==> config.mk <==
export PLATFORM = sky130hd
export DESIGN_NAME = utf8_to_bmp_code_point_decoder
export DESIGN_NICKNAME = d
export VERILOG_FILES = /design/src/sv/utf8d_pkg.sv /design/src/sv/utf8d_in_stage.sv /design/src/sv/utf8d_decode.sv /design/src/sv/utf8d_out_stage.sv /design/src/sv/utf8_to_bmp_code_point_decoder.sv
export SDC_FILE = /design/constraint.sdc
export NUM_CORES = 1
export LEC_CHECK = 0
export ABC_CLOCK_PERIOD_IN_PS = 6100
export BUFFER_PORTS_ARGS = -buffer_cell sky130_fd_sc_hd__buf_2
export CAP_MARGIN = 20
export CORE_MARGIN = 2
export CORE_UTILIZATION = 35
export CTS_BUF_LIST = sky130_fd_sc_hd__clkbuf_8
export DETAILED_ROUTE_END_ITERATION = 10
export HOLD_SLACK_MARGIN = 0.03
export PLACE_DENSITY_LB_ADDON = 0.05
export SLEW_MARGIN = 5
export SYNTH_ARGS = -nofsm -noshare
export SYNTH_HDL_FRONTEND = slang
export SYNTH_SLANG_ARGS = --single-unit
==> constraint.sdc <==
create_clock -name clk -period 6.1 [get_ports clk]
set_input_delay 0.61 -clock clk [delete_from_list [all_inputs] [get_ports clk]]
set_output_delay 0.61 -clock clk [all_outputs]
set_load 0.01 [all_outputs]
==> src/sv/utf8d_pkg.sv <==
// Shared types and constants for the UTF-8 to BMP code point decoder.
package utf8d_pkg;

    localparam int BYTE_W  = 8;
    localparam int CP_W    = 16;
    localparam int COUNT_W = 12;
    localparam int REM_W   = 2;

    localparam logic [COUNT_W-1:0] COUNT_MAX = {COUNT_W{1'b1}};

    typedef enum logic [1:0] {
        PH_IDLE  = 2'd0,
        PH_CONT  = 2'd1,
        PH_ABORT = 2'd2
    } phase_t;

    typedef enum logic [1:0] {
        ST_CHAR = 2'd0,
        ST_END  = 2'd1,
        ST_ERR  = 2'd2
    } status_t;

    typedef struct packed {
        status_t              status;
        logic [CP_W-1:0]      code_point;
        logic [COUNT_W-1:0]   char_count;
    } result_t;

    // Handshake between the decode stage and the result register.
    typedef struct packed {
        logic emit;
        logic free;
    } out_ctrl_t;

endpackage

==> src/sv/utf8d_in_stage.sv <==
// Input register that holds one byte request until the decode stage consumes it.
module utf8d_in_stage (
    input  logic                          clk,
    input  logic                          rst_n,
    input  logic                          in_valid,
    output logic                          in_ready,
    input  logic [utf8d_pkg::BYTE_W-1:0]  byte_value,
    input  logic                          consume,
    output logic                          held_valid,
    output logic [utf8d_pkg::BYTE_W-1:0]  held_byte
);

    logic                          valid_reg;
    logic                          valid_next;
    logic [utf8d_pkg::BYTE_W-1:0]  byte_reg;

    // The register can take a new request when empty or when it empties this cycle.
    assign in_ready = !valid_reg || consume;

    always_comb
    begin
        valid_next = valid_reg;
        if (in_ready)
        begin
            valid_next = in_valid;
        end
    end

    always_ff @(posedge clk or negedge rst_n)
    begin
        if (!rst_n)
        begin
            valid_reg <= 1'b0;
        end
        else
        begin
            valid_reg <= valid_next;
        end
    end

    always_ff @(posedge clk)
    begin
        if (in_ready && in_valid)
        begin
            byte_reg <= byte_value;
        end
    end

    assign held_valid = valid_reg;
    assign held_byte  = byte_reg;

endmodule

==> src/sv/utf8d_decode.sv <==
// Decode state and the one-step byte decode logic.
module utf8d_decode (
    input  logic                          clk,
    input  logic                          rst_n,
    input  logic                          held_valid,
    input  logic [utf8d_pkg::BYTE_W-1:0]  held_byte,
    input  logic                          out_free,
    output logic                          consume,
    output utf8d_pkg::out_ctrl_t          ctrl,
    output utf8d_pkg::result_t            result
);

    utf8d_pkg::phase_t                     phase_reg;
    utf8d_pkg::phase_t                     phase_next;
    logic [utf8d_pkg::CP_W-1:0]            partial_reg;
    logic [utf8d_pkg::CP_W-1:0]            partial_next;
    logic [utf8d_pkg::REM_W-1:0]           rem_reg;
    logic [utf8d_pkg::REM_W-1:0]           rem_next;
    logic [utf8d_pkg::COUNT_W-1:0]         count_reg;
    logic [utf8d_pkg::COUNT_W-1:0]         count_next;
    logic [utf8d_pkg::COUNT_W-1:0]         count_bump;
    logic [utf8d_pkg::CP_W-1:0]            shifted;
    logic                                  emit;
    logic                                  fail;
    logic                                  byte_zero;

    assign byte_zero  = (held_byte == '0);
    assign count_bump = (count_reg == utf8d_pkg::COUNT_MAX) ? count_reg
                                                            : count_reg + 1'b1;
    assign shifted    = {partial_reg[utf8d_pkg::CP_W-7:0], held_byte[5:0]};

    always_comb
    begin
        phase_next        = phase_reg;
        partial_next      = partial_reg;
        rem_next          = rem_reg;
        count_next        = count_reg;
        emit              = 1'b0;
        fail              = 1'b0;
        result.status     = utf8d_pkg::ST_CHAR;
        result.code_point = '0;
        result.char_count = count_reg;

        case (phase_reg)
            utf8d_pkg::PH_ABORT:
            begin
                if (byte_zero)
                begin
                    phase_next = utf8d_pkg::PH_IDLE;
                    count_next = '0;
                end
            end
            utf8d_pkg::PH_CONT:
            begin
                if (held_byte[7:6] != 2'b10)
                begin
                    fail = 1'b1;
                end
                else if (rem_reg <= 2'd1)
                begin
                    emit              = 1'b1;
                    result.code_point = shifted;
                    result.char_count = count_bump;
                    count_next        = count_bump;
                    partial_next      = '0;
                    rem_next          = '0;
                    phase_next        = utf8d_pkg::PH_IDLE;
                end
                else
                begin
                    partial_next = shifted;
                    rem_next     = rem_reg - 1'b1;
                end
            end
            default:
            begin
                // The unused phase code behaves as idle.
                phase_next = utf8d_pkg::PH_IDLE;
                if (byte_zero)
                begin
                    emit          = 1'b1;
                    result.status = utf8d_pkg::ST_END;
                    count_next    = '0;
                end
                else if (!held_byte[7])
                begin
                    emit              = 1'b1;
                    result.code_point = {{(utf8d_pkg::CP_W-utf8d_pkg::BYTE_W){1'b0}},
                                         held_byte};
                    result.char_count = count_bump;
                    count_next        = count_bump;
                end
                else if (held_byte[7:5] == 3'b110)
                begin
                    partial_next = {{(utf8d_pkg::CP_W-5){1'b0}}, held_byte[4:0]};
                    rem_next     = 2'd1;
                    phase_next   = utf8d_pkg::PH_CONT;
                end
                else if (held_byte[7:4] == 4'b1110)
                begin
                    partial_next = {{(utf8d_pkg::CP_W-4){1'b0}}, held_byte[3:0]};
                    rem_next     = 2'd2;
                    phase_next   = utf8d_pkg::PH_CONT;
                end
                else
                begin
                    fail = 1'b1;
                end
            end
        endcase

        if (fail)
        begin
            emit              = 1'b1;
            result.status     = utf8d_pkg::ST_ERR;
            result.code_point = '0;
            result.char_count = count_reg;
            partial_next      = '0;
            rem_next          = '0;
            if (byte_zero)
            begin
                phase_next = utf8d_pkg::PH_IDLE;
                count_next = '0;
            end
            else
            begin
                phase_next = utf8d_pkg::PH_ABORT;
            end
        end
    end

    // A byte that yields no result never waits on the output side.
    assign consume   = held_valid && (!emit || out_free);
    assign ctrl.emit = consume && emit;
    assign ctrl.free = out_free;

    always_ff @(posedge clk or negedge rst_n)
    begin
        if (!rst_n)
        begin
            phase_reg   <= utf8d_pkg::PH_IDLE;
            partial_reg <= '0;
            rem_reg     <= '0;
            count_reg   <= '0;
        end
        else if (consume)
        begin
            phase_reg   <= phase_next;
            partial_reg <= partial_next;
            rem_reg     <= rem_next;
            count_reg   <= count_next;
        end
    end

endmodule

==> src/sv/utf8d_out_stage.sv <==
// Result register that holds one result request until the consumer takes it.
module utf8d_out_stage (
    input  logic                  clk,
    input  logic                  rst_n,
    input  utf8d_pkg::out_ctrl_t  ctrl,
    input  utf8d_pkg::result_t    result,
    input  logic                  out_ready,
    output logic                  out_valid,
    output logic                  out_free,
    output utf8d_pkg::result_t    held_result
);

    logic                valid_reg;
    logic                valid_next;
    utf8d_pkg::result_t  result_reg;

    assign out_free = !valid_reg || out_ready;

    always_comb
    begin
        valid_next = valid_reg;
        if (ctrl.free)
        begin
            valid_next = ctrl.emit;
        end
    end

    always_ff @(posedge clk or negedge rst_n)
    begin
        if (!rst_n)
        begin
            valid_reg <= 1'b0;
        end
        else
        begin
            valid_reg <= valid_next;
        end
    end

    always_ff @(posedge clk)
    begin
        if (ctrl.emit)
        begin
            result_reg <= result;
        end
    end

    assign out_valid   = valid_reg;
    assign held_result = result_reg;

endmodule

==> src/sv/utf8_to_bmp_code_point_decoder.sv <==
// Top level of the UTF-8 to BMP code point decoder.
//
//   channel   handshake             payload
//   input     in_valid / in_ready   byte_value
//   output    out_valid / out_ready status, code_point, char_count
//
// One byte request per cycle is sustained while no result waits on a stalled
// output. A byte is registered in the input stage, decoded against the decode
// state, and its result, if any, is then registered in the result register.
// Reset returns the decoder to idle with a zero count and empties both stages.
// A stalled output holds the result register; bytes that yield no result still
// move on, and input ready drops only when a result must wait.
module utf8_to_bmp_code_point_decoder (
    input  logic                            clk,
    input  logic                            rst_n,
    input  logic                            in_valid,
    output logic                            in_ready,
    input  logic [utf8d_pkg::BYTE_W-1:0]    byte_value,
    output logic                            out_valid,
    input  logic                            out_ready,
    output logic [1:0]                      status,
    output logic [utf8d_pkg::CP_W-1:0]      code_point,
    output logic [utf8d_pkg::COUNT_W-1:0]   char_count
);

    logic                          held_valid;
    logic [utf8d_pkg::BYTE_W-1:0]  held_byte;
    logic                          consume;
    logic                          out_free;
    utf8d_pkg::out_ctrl_t          ctrl;
    utf8d_pkg::result_t            result;
    utf8d_pkg::result_t            held_result;

    utf8d_in_stage u_in (
        .clk        (clk),
        .rst_n      (rst_n),
        .in_valid   (in_valid),
        .in_ready   (in_ready),
        .byte_value (byte_value),
        .consume    (consume),
        .held_valid (held_valid),
        .held_byte  (held_byte)
    );

    utf8d_decode u_dec (
        .clk        (clk),
        .rst_n      (rst_n),
        .held_valid (held_valid),
        .held_byte  (held_byte),
        .out_free   (out_free),
        .consume    (consume),
        .ctrl       (ctrl),
        .result     (result)
    );

    utf8d_out_stage u_out (
        .clk         (clk),
        .rst_n       (rst_n),
        .ctrl        (ctrl),
        .result      (result),
        .out_ready   (out_ready),
        .out_valid   (out_valid),
        .out_free    (out_free),
        .held_result (held_result)
    );

    assign status     = held_result.status;
    assign code_point = held_result.code_point;
    assign char_count = held_result.char_count;

endmodule

== Word-level counts from Yosys, hierarchy flattened ==
Index checks and enable logic that the tools add are counted.
Word-level totals
  bits in latches: 0
  bits of input ports: 12
  memory bits (read-only): 0
  output and inout bits: 32
  bits in registers: 66
  bits in writable memories: 0
  word-level logic and storage cells: 94
  memories kept: 0
Operators by class
  reductions and logical operators: 15
  div/mod/pow operators: 0
  mux-type cells: 54
  multiply operators: 0
  bitwise operators: 0
  equality and inequality tests: 11
  add/subtract/negate cells: 2
  magnitude comparators: 1
  shift-type cells: 0
Operators by type and width (count)
  $mux 12: 9
  $mux 28: 3
  $mux 10: 7
  $pmux 28 s2: 1
  $mux 2: 15
  $pmux 12 s2: 1
  $pmux 10 s2: 1
  $mux 19: 1
  $add 12x1->12 const B: 1
  $eq 12x12->1 const B: 1
  $mux 1: 12
  $logic_not 8->1: 1
  $pmux 2 s2: 2
  $ne 3x1->1 const B: 2
  $ne 3x2->1 const B: 2
  $reduce_and 6->1: 1
  $eq 4x4->1 const B: 1
  $pmux 1 s2: 2
  $reduce_and 4->1: 1
  $reduce_bool 4->1: 1
  $eq 3x3->1 const B: 1
  $logic_and 1x1->1: 3
  $logic_not 1->1: 3
  $logic_or 1x1->1: 3
  other kinds (8): 8

== Longest topological paths before layout ==
Gate-level depths: netlist of run 1.
  word-level depth: 12
  mapped depth: 12
  mapped depth without buffers: 9

== By module ==
Synthesis of run 1 repeated with hierarchy kept, for this count alone.
Unflattened totals
  cells, all modules: 394
  area total of the unflattened synthesis: 3848.7 um2
Modules (own cells, without submodules)
  utf8d_decode: times used 1, seq. area each 650.6 um2, cells each 349, area each 2607.5 um2
  utf8d_out_stage: times used 1, seq. area each 925.9 um2, cells each 33, area each 947.2 um2
  utf8d_in_stage: times used 1, seq. area each 265.3 um2, cells each 12, area each 294.0 um2

== Worst setup path after synthesis of run 1 ==
OpenSTA, ideal clock, no wires.
  kind: reg2reg
  start point: register u_dec.phase_reg[1]
  end point: register u_out.result_reg, in the netlist u_out.held_result[0] (enable)
  library setup time: 417 ps
  period minus slack after synthesis: 3571 ps
  path buffers: 2
  data required time: 5683 ps
  path slack: 2529 ps
  data arrival time: 3154 ps
  cell stages (with the launch flop): 9
  path through: dfrtp_1 -> ha_1 -> nand2b_2 -> o22a_4 -> inv_2 -> o41a_1 -> buf_2 -> clkbuf_1 -> nor2_1
RTL lines
  from (decl): RTL line utf8d_decode.sv:13  | utf8d_pkg::phase_t phase_reg;
  from (signal assigned): RTL line utf8d_decode.sv:141  | phase_reg <= utf8d_pkg::PH_IDLE;
  from (signal assigned): RTL line utf8d_decode.sv:148  | phase_reg <= phase_next;
  to (signal assigned): RTL line utf8d_out_stage.sv:44  | result_reg <= result;
  to (decl): RTL line utf8d_out_stage.sv:15  | utf8d_pkg::result_t result_reg;

== Final worst setup path of run 1 ==
  start point: register u_in.byte_reg, in the netlist u_in.held_byte[7]
  end point: register u_dec.partial_reg[2] (netlist bit)
On the way
  cells in the longest elaborated chain, start to end: 11
  elaborated cells on any way between the ends: 29
  those cells by class: eq/ne: 6; mux: 16; reduce/logical: 7
RTL lines
  from (decl): RTL line utf8d_in_stage.sv:15  | logic [utf8d_pkg::BYTE_W-1:0] byte_reg;
  from (signal assigned): RTL line utf8d_in_stage.sv:45  | byte_reg <= byte_value;
  $eq 4x4->1: RTL line utf8d_decode.sv:99  | else if (held_byte[7:4] == 4'b1110)
  $mux 1: RTL line utf8d_decode.sv:99
  $mux 1: RTL line utf8d_decode.sv:93  | else if (held_byte[7:5] == 3'b110)
  $mux 1: RTL line utf8d_decode.sv:85  | else if (!held_byte[7])
  $mux 1: RTL line utf8d_decode.sv:79  | if (byte_zero)
  $pmux 1 s2: RTL line utf8d_decode.sv:44  | case (phase_reg)
  $mux 1: RTL line utf8d_decode.sv:112  | if (fail)
  $logic_not 1->1: RTL line utf8d_decode.sv:133  | assign consume = held_valid && (!emit || out_free);
  $logic_or 1x1->1: RTL line utf8d_decode.sv:133
  $logic_and 1x1->1: RTL line utf8d_decode.sv:133
  $reduce_and 6->1 (no line)
  to (signal assigned): RTL line utf8d_decode.sv:149  | partial_reg <= partial_next;
  to (decl): RTL line utf8d_decode.sv:15  | logic [utf8d_pkg::CP_W-1:0] partial_reg;
Parallel ways exist; a longest one is shown, timed or not. The select of a mux whose other input is x is not followed.
A chain may end at the register's enable or synchronous reset.

==> results_dict.tcl, run 1 <==
set metrics [dict create \
    status "complete, no violations" \
    htree_levels 3 \
    finalMaxSlewViolations 0 \
    relSlewSlack_pct 29.0 \
    area_growth_pct 13.9 \
    crit_path_start_kind "register" \
    numCtsBuffers 9 \
    grt_overflow 0 \
    antenna_found_initial 0 \
    clkLatencyLatePin_ns 0.36 \
    grtUsageTotal_pct 20.2 \
    nets 427 \
    crit_type "register to register" \
    r2r_cells 6 \
    tns_ns 0 \
    p_leak_nw 1.56 \
    critPathMaxFanout 22 \
    grt_pass1_vias 2980 \
    core_um2 10300 \
    die_w_um 107 \
    synth_top_area_cell "edfxtp_1" \
    drt-initial-drc-count 274 \
    rsz0062_at_grt "no" \
    viasPerCell 5.87 \
    drv_cap 0 \
    cts_max_path_buffers 2 \
    wirelength_um 10900 \
    p_int_mw 1.05 \
    grt_pass1_wl_um 17300 \
    diodes 0 \
    p_clk_share_pct 23.4 \
    grt_max_degree 31 \
    clock-sinks 66 \
    initial_core_util_pct 36.0 \
    synth.most_common_cell "nand2_1" \
    met3_wirelength_um 874 \
    clkTransAtPathRegs_ns 0.08 \
    postSynth.asyncResetShare_pct 42.4 \
    drcViolationCount 0 \
    syn_inst 380 \
    mappedNetlistArea_um2 3700 \
    synth-edff-count 38 \
    drive_gt1_share_pct 19.7 \
    cts_hold_buf 0 \
    ant_nets 0 \
    largest_reg_flops 30 \
    rows 37 \
    cts_tree "built" \
    worst_pin_slew_ns 1.06 \
    synthTopCellsByArea "edfxtp_1, dfrtp_1, nand2_1, a22o_1, o21ai_0" \
    die-area_um2 11400 \
    synth_common_cells "nand2_1, edfxtp_1, dfrtp_1, o21ai_0, nor2_1" \
    fmax_mhz 241 \
    ys_ff_latch 66 \
    power_mw 1.76 \
    root_buffer "clkbuf_8" \
    final_hold_viol_count 0 \
    combinationalPowerShare_pct 37.2 \
    hold_class "input pin to asynchronous set/reset pin" \
    dr.pass1.iters 5 \
    gp_routability_congestion 0.940 \
    routed.top_layer "met4" \
    fin_crit_ns 4.15 \
    synth_flop_cell "edfxtp_1" \
    power_density_nw_per_um2 418 \
    die_y_um 107 \
    required_ns 6.39 \
    routed-wl-met2_um 4560 \
    vias 3244 \
    fin_skew_ns 0.00765 \
    avgSynthCellArea_um2 9.74 \
    fill_cells 1038 \
    hpwl_um 7500 \
    min_period_over_period_pct 68.1 \
    cts_setup_buffers 0 \
    setup_viol 0 \
    synth_cell_type_count 67 \
    wl_per_cell_um 19.8 \
    port_buffers 43 \
    syn-num-nets 395 \
    swShare_pct 40.5 \
    synth-seq-area-share_pct 49.8 \
    drt-met1-wl_um 5270 \
    switchingPower_uw 713 \
    pwr-share-seq_pct 39.4 \
    cts_resized 0 \
    synth_top_area_share_pct 30.8 \
    arrival_ns 4.44 \
    worstSetupEndpointType "register" \
    num_io_pins 44 \
    ir_drop_mv 0.173 \
    yosys_warnings 0 \
]
[cells by family (layout without fill, tap and decap cells)]
| kind of cell | after synthesis | in the layout | share of synthesized area (%) |
|---|---|---|---|
| and+or+nand+nor | 156 | 156 | 20.9 |
| DFF | 66 | 66 | 49.8 |
| buffers and inverters | 32 | 69 | 3.72 |
| adders and majority gates | 3 | 3 | 1.01 |
| muxes | 3 | 3 | 0.845 |
| xor gates and xnor gates | 2 | 2 | 0.473 |
| AOI/OAI and AO/OA | 118 | 118 | 23.3 |
[metrics by stage]
step | std cells | setup slack, ns | hold WS, ns | util (%) | cell area [um2]
detailed placement | 537 | 1.96 | 0.463 | 38.9 | 4000
global placement | 537 | 2.10 | 0.456 | 38.9 | 4000
finish | 553 | 1.95 | 0.293 | 41.0 | 4220
global route | 553 | 1.60 | 0.350 | 41.0 | 4220
CTS | 553 | 1.94 | 0.319 | 41.0 | 4220
floorplan | 380 | 2.53 | 0.314 | - | 3700
[worst paths after layout]
path | from | endpoint | slack [ns]
max | u_in.held_byte[7] | u_dec.partial_reg[2] | 1.95
min | rst_n | u_dec.count_reg[8] | 0.29
max reg2reg | u_in.held_byte[7] | u_dec.partial_reg[2] | 1.95
min reg2reg | u_dec.partial_reg[5] | u_dec.partial_reg[5] | 0.47
max in group asynchronous | rst_n | u_dec.partial_reg[4] | 5.34
min in group clk | byte_value[0] | u_in.held_byte[0] | 0.42
[cell type report]
class	instances	area, um2	area share [%]
sequential	66	1840	43.7
multi-input combinational	282	1720	40.9
timing repair buffer	46	238	5.64
tap	136	170	4.04
clock buffer	9	124	2.94
clock inverter	7	92.6	2.20
inverter	7	26.3	0.623
[layer usage]
metal / up-vias / global-route usage [%]
met3: 18 / 5.59
met1: 1553 / 30.8
met4: 0 / 7.33
met5: - / 0
met2: 158 / 26.8
li1: 1515 / -
[critical path, stage by stage (launching register included)]
cell	delay [ns]
edfxtp_1	0.80
or3b_1	0.65
nor2_1	0.80
o41a_1	0.75
a221o_1	0.82
nand2_1	0.18
o21ai_2	0.08
[power by group through the flow]
stage | clock network, mW | logic, mW | registers [mW]
final | 0.412 | 0.655 | 0.695
after detailed placement | 0 | 0.655 | 0.701
after CTS | 0.421 | 0.657 | 0.693
after global routing | 0.441 | 0.719 | 0.709
after floorplan | 0 | 0.412 | 0.715
after global placement | 0 | 0.657 | 0.699
[cell usage in the layout, fill, tap and decap left out, drive strengths merged, types with 10 or more instances in the layout]
| cell | n |
|---|---|
| nand3 | 11 |
| and2 | 10 |
| buf | 46 |
| nor3 | 14 |
| dfrtp | 28 |
| nor2 | 24 |
| a22o | 14 |
| nor4 | 12 |
| nand2 | 54 |
| a21oi | 13 |
| o21ai | 37 |
| edfxtp | 38 |
Power figures use the tool's default switching activity.
==> run 2, diff against run 1 <==
--- a/config.mk
+++ b/config.mk
@@ -5,7 +5,8 @@
 export SDC_FILE = /design/constraint.sdc
 export NUM_CORES = 1
 export LEC_CHECK = 0
-export ABC_CLOCK_PERIOD_IN_PS = 6100
+export ABC_AREA = 1
+export ABC_CLOCK_PERIOD_IN_PS = 4180
 export BUFFER_PORTS_ARGS = -buffer_cell sky130_fd_sc_hd__buf_2
 export CAP_MARGIN = 20
 export CORE_MARGIN = 2
==> constraint.sdc (replaced) <==
create_clock -name clk -period 4.18 [get_ports clk]
set_input_delay 0.418 -clock clk [delete_from_list [all_inputs] [get_ports clk]]
set_output_delay 0.418 -clock clk [all_outputs]
set_load 0.01 [all_outputs]
==> run 2 against run 1 <==
Against the previous run:
- combinational power up 110%
- global-route usage is 2.4 points lower
- final area is 4.6% higher
- sequential power is 71% higher
- highest routed layer unchanged
- core utilization decreased by 0.52 points
- hold slack worse by 0.18 ns
- power grew 80%
- cell count grew 21%
- critical endpoint is now u_out.held_result[5]
- non-clock buffer count down 1
- maximum frequency increased by 35%
- worst setup slack got worse by 0.84 ns
==> results_dict.tcl, run 2 <==
set metrics [dict create \
    relSlewSlack_pct 53.7 \
    tns_ns 0 \
    fin_skew_ns 0.00951 \
    drt-initial-drc-count 182 \
    rows 38 \
    cp_num_buf_inv 5 \
    clock-sinks 66 \
    antenna_found_initial 0 \
    cts_hold_buf 0 \
    drv_cap 0 \
    grt_max_degree 29 \
    ant_nets 0 \
    diodes 0 \
    arrival_ns 3.09 \
    grt_pass1_vias 3157 \
    syn-num-nets 507 \
    register_area_um2 1840 \
    critPathMaxFanout 24 \
    vias 3217 \
    regToRegStartpoint "u_dec.phase_reg[0]" \
    wl_per_cell_um 14.6 \
    nets 538 \
    yosys_warnings 0 \
    synth.most_common_cell "nand2_1" \
    ys_ff_latch 66 \
    initial_core_util_pct 36.0 \
    port_buffers 43 \
    min_period_over_period_pct 73.5 \
    grt_overflow 0 \
    crit_type "register to register" \
    root_buffer "clkbuf_8" \
    die_w_um 110 \
    finalMaxSlewViolations 0 \
    cts_resized 0 \
    worst_pin_slew_ns 0.695 \
    pwr-share-seq_pct 37.4 \
    final_hold_viol_count 0 \
    synth-edff-count 38 \
    core_um2 10900 \
    crit_path_start_kind "register" \
    r2r_setup_slack_ns 1.11 \
    switchingPower_mw 1.40 \
    combinationalPowerShare_pct 43.1 \
    synth_top_area_share_pct 29.1 \
    grt_pass1_wl_um 16300 \
    mappedNetlistArea_um2 3920 \
    synth_common_cells "nand2_1, nand3_1, inv_1, edfxtp_1, dfrtp_1" \
    path_cells "inv_1, ha_1, inv_2, nand2_1, nand3_4, nand2_4, nand2_4, nand2_4, inv_4, nand2_1, inv_1, buf_4" \
    cp_common_cell "nand2_4" \
    path_depth 12 \
    slowest_stage "ha_1" \
    wirelength_um 9780 \
    layout_common_cells "nand2_1, nand3_1, buf_2" \
    die-area_um2 12100 \
    synth_top_area_cell "edfxtp_1" \
    largest_reg_flops 30 \
    cpPeakStageDelay_ns 0.44 \
    required_ns 4.20 \
    critPathTopFamily "buffers and inverters" \
    cts_tree "built" \
    cts_max_path_buffers 2 \
    power_density_nw_per_um2 720 \
    grtUsageTotal_pct 17.8 \
    drcViolationCount 0 \
    hpwl_um 6790 \
    status "complete, no violations" \
    clkTransAtPathRegs_ns 0.08 \
    synth_cell_type_count 37 \
    syn_inst 492 \
    clkLatencyLatePin_ns 0.35 \
    synthTopCellsByArea "edfxtp_1, dfrtp_1, nand2_1, nand3_1, inv_1" \
    synth_flop_cell "edfxtp_1" \
    p_leak_nw 1.99 \
    dr.pass1.iters 5 \
    htree_levels 3 \
    avgSynthCellArea_um2 7.96 \
    fill_cells 1145 \
    area_growth_pct 12.5 \
    p_clk_share_pct 19.5 \
    postSynth.asyncResetShare_pct 42.4 \
    hold_class "input pin to asynchronous set/reset pin" \
    setup_viol 0 \
    cts_setup_buffers 0 \
    timing.rr.end "u_out.held_result[5]" \
    numCtsBuffers 9 \
    mostFrequentLayoutCell "nand2_1" \
    gp_routability_congestion 0.861 \
    synth-seq-area-share_pct 47.0 \
    num_io_pins 44 \
    p_int_mw 1.78 \
    ir_drop_mv 0.393 \
    worstSetupEndpointType "register" \
    viasPerCell 4.82 \
    multi_input_area_um2 1750 \
    swShare_pct 44.1 \
    drive_gt1_share_pct 19.9 \
    fmax_mhz 325 \
    final_core_utilization_pct 40.5 \
    rsz0062_at_grt "no" \
    die_y_um 110 \
    fin_crit_ns 3.07 \
    r2r_cells 12 \
]
run 2: changes by cell type in the layout (fill, tap and decap cells not counted), sizes merged, moves of 8 or more:
| cell | change |
|---|---|
| nand2 | +134 |
| inv | +40 |
| nand3 | +39 |
| a22o | -14 |
| o211ai | +13 |
| nor4 | -12 |
| nor3 | -11 |
| and2 | -10 |
| nor2b | -9 |
| o21ai | -9 |
| a31oi | -8 |
run 2: area by class of cell:
cell class	instances	share of cell area, %
Sequential cell	66	41.8
Multi-Input combinational cell	352	39.7
Timing Repair Buffer	45	5.22
Inverter	49	4.23
Tap cell	140	3.97
Clock buffer	10	3.12
Clock inverter	6	2.04
run 2: worst max-delay path by stage:
stage | from | end | slack, ns
finish | u_dec.phase_reg[0] | u_out.held_result[5] | 1.11
CTS | u_dec.phase_reg[0] | u_out.held_result[18] | 1.05
floorplan | u_dec.phase_reg[0] | u_out.held_result[0] | 1.77
detailed placement | u_dec.phase_reg[0] | u_out.held_result[0] | 1.05
global route | u_dec.phase_reg[0] | u_out.held_result[5] | 0.90
global placement | u_dec.phase_reg[0] | u_out.held_result[21] | 1.13
run 2: power by group through the flow:
stage                     Combinational [mW]  Clock (mW)  Sequential [mW]
final                                   1.37       0.621             1.19
after global routing                    1.56       0.670             1.22
after CTS                               1.39       0.645             1.19
after detailed placement                1.38           0             1.20
after global placement                  1.38           0             1.20
after floorplan                         1.02           0             1.19
run 2: routing by layer:
metal | GRT usage [%] | part of all wire (%) | vias up
li1 | - | - | 1671
met1 | 24.8 | 49 | 1453
met2 | 27.6 | 44 | 79
met3 | 2.85 | 4.6 | 14
met4 | 6.87 | 1.8 | 0
met5 | 0 | 0 | -
run 2: logic make-up after synthesis:
kind of cell | Yosys count | share of synthesized area, %
AO/OA/AOI/OAI | 66 | 10.9
XOR/XNOR | 5 | 1.12
adder cells (fa/ha/maj) | 3 | 0.958
buffers and inverters | 74 | 8.36
flip-flops | 66 | 47.0
AND/OR/NAND/NOR | 278 | 31.6
run 2: metrics by stage:
| stage | hold WS (ns) | instances | setup slack, ns | power (mW) | instance area, um2 |
|---|---|---|---|---|---|
| finish | 0.108 | 668 | 1.11 | 3.18 | 4410 |
| global route | 0.150 | 668 | 0.900 | 3.45 | 4410 |
| CTS | 0.127 | 668 | 1.05 | 3.22 | 4410 |
| detailed placement | 0.475 | 652 | 1.05 | 2.58 | 4180 |
| global placement | 0.470 | 652 | 1.13 | 2.58 | 4180 |
| floorplan | 0.122 | 492 | 1.77 | 2.21 | 3920 |
==> run 3, diff against run 2 <==
--- a/config.mk
+++ b/config.mk
@@ -5,8 +5,8 @@
 export SDC_FILE = /design/constraint.sdc
 export NUM_CORES = 1
 export LEC_CHECK = 0
-export ABC_AREA = 1
-export ABC_CLOCK_PERIOD_IN_PS = 4180
+export ABC_AREA = 0
+export ABC_CLOCK_PERIOD_IN_PS = 3200
 export BUFFER_PORTS_ARGS = -buffer_cell sky130_fd_sc_hd__buf_2
 export CAP_MARGIN = 20
 export CORE_MARGIN = 2
==> constraint.sdc (replaced) <==
create_clock -name clk -period 3.2 [get_ports clk]
set_input_delay 0.32 -clock clk [delete_from_list [all_inputs] [get_ports clk]]
set_output_delay 0.32 -clock clk [all_outputs]
set_load 0.01 [all_outputs]
==> run 3 against run 2 <==
Against the previous run:
- the run now ends with negative hold slack left
- worst setup slack lost 0.82 ns
- wire length is 11% higher
- sequential share of layout area grew 0.59 points
- global-route usage grew 2.4 points
- via count up 0.84%
- clock power rose by 19%
- hold slack got worse by 0.11 ns
- die area shrank 5.4%
- core utilization is 1.8 points higher
- first-iteration DRC count rose by 49%
- critical path depth down 5
- sequential power increased by 8%
- highest routed layer unchanged
==> results_dict.tcl, run 3 (synthesis gave the netlist of run 1 again) <==
set metrics [dict create \
    min_period_over_period_pct 91.1 \
    tns_ns 0 \
    worst_pin_slew_ns 0.720 \
    fill_cells 1049 \
    drive_gt1_share_pct 23.2 \
    final_hold_viol_count 1 \
    crit_type "register to output pin" \
    final_cells 571 \
    num_io_pins 44 \
    stdcell_area_um2 4350 \
    fmax_mhz 343 \
    status "complete, but fails checks" \
    grt_max_degree 31 \
    hold_class "input pin to asynchronous set/reset pin" \
    final_core_utilization_pct 42.3 \
    critPathMaxFanout 12 \
    grt_pass1_wl_um 17500 \
    port_buffers 43 \
    mostFrequentLayoutCell "nand2_1" \
    clkTransAtPathRegs_ns 0.08 \
    dpl_worst_slack_ns 0.498 \
    antenna_found_initial 0 \
    crit_path_start_kind "register" \
    drcViolationCount 0 \
    fin_crit_ns 2.92 \
    die_y_um 107 \
    cts_hold_buf 0 \
    grt_pass1_vias 3150 \
    power_mw 3.45 \
    largest_reg_flops 30 \
    die_w_um 107 \
    place_inst 555 \
    vias 3244 \
    nets 445 \
    viasPerCell 5.68 \
    wirelength_um 10900 \
    clock-sinks 66 \
    ant_nets 0 \
    gp_routability_congestion 0.902 \
    hold_slack_ns -0.000415 \
    rows 37 \
    drt-initial-drc-count 271 \
    drv_cap 0 \
    finalMaxSlewViolations 0 \
    relSlewSlack_pct 52.0 \
    grtUsageTotal_pct 20.2 \
    core_um2 10300 \
    clkLatencyLatePin_ns 0.36 \
    ir_drop_mv 0.591 \
    htree_levels 3 \
    power_density_nw_per_um2 794 \
    diodes 0 \
    cts_max_path_buffers 2 \
    setup_viol 0 \
    wl_per_cell_um 19.1 \
    area_growth_pct 17.5 \
    rsz0062_at_grt "no" \
    fin_skew_ns 0.0130 \
    placed_area_um2 4150 \
    p_leak_nw 1.64 \
    cts_resized 0 \
    worstSetupEndpointType "output pin" \
    grt_overflow 0 \
    dr.pass1.iters 5 \
    violations "negative hold slack" \
    arrival_ns 2.60 \
    root_buffer "clkbuf_8" \
    cts_tree "built" \
    cts_setup_buffers 0 \
    layout_setup_ws_ns 0.284 \
    hpwl_um 7420 \
    die-area_um2 11400 \
    initial_core_util_pct 36.0 \
    numCtsBuffers 9 \
    required_ns 2.88 \
    layout_common_cells "nand2_1, buf_2, edfxtp_1" \
]
## run 3: changes by cell type in the layout (fill, tap and decap cells not counted), sizes merged, moves of 9 or more
cell    before  now
nand2      188   54
nor4         0   12
nand3       50   11
and2         0   10
buf         45   64
o21ai       28   37
inv         48    7
a22o         0   14
nor3         3   14
o211ai      15    2
nor2b        0    9
## run 3: layer usage
metal  part of all wire [%]  vias to the layer above  global-route usage, %
li1                       -                     1543                      -
met1                     49                     1553                   29.8
met2                     43                      127                   28.9
met3                    5.6                       21                   3.95
met4                    2.4                        0                   8.26
met5                      0                        -                      0
## run 3: critical path, stage by stage (launching register included)
cell,delay [ns]
dfrtp_1,0.42
ha_1,0.38
nand2b_2,0.32
o22a_4,0.23
inv_2,0.20
nor3_2,0.13
or3_1,0.40
buf_2,0.16
## run 3: path summary, 6_finish.rpt
check / start / endpoint / slack [ns] / depth (start not counted)
worst max-delay path: u_dec.phase_reg[1] / in_ready / 0.28 / 7
worst min-delay path: rst_n / u_dec.count_reg[8] / -0.0004 / 1
worst max register to register: u_dec.phase_reg[1] / u_dec.phase_reg[1] / 0.45 / 8
worst min register to register: u_dec.partial_reg[7] / u_dec.partial_reg[7] / 0.47 / 2
max in group asynchronous: rst_n / u_dec.partial_reg[8] / 2.72 / 1
min in group clk: byte_value[3] / u_in.held_byte[3] / 0.13 / 1
## run 3: cell type report
type	instances	area [um2]	share of cell area [%]
sequential	66	1840	42.3
multi-input combinational	282	1720	39.6
timing repair buffer	64	385	8.86
tap	136	170	3.91
clock buffer	10	138	3.16
clock inverter	6	63.8	1.47
inverter	7	26.3	0.604
## run 3: report_power, final
part,internal (mW),switching (mW),total (mW)
combinational,0.498,0.929,1.43
sequential,1.17,0.115,1.29
clock,0.381,0.355,0.736
total,2.05,1.40,3.45
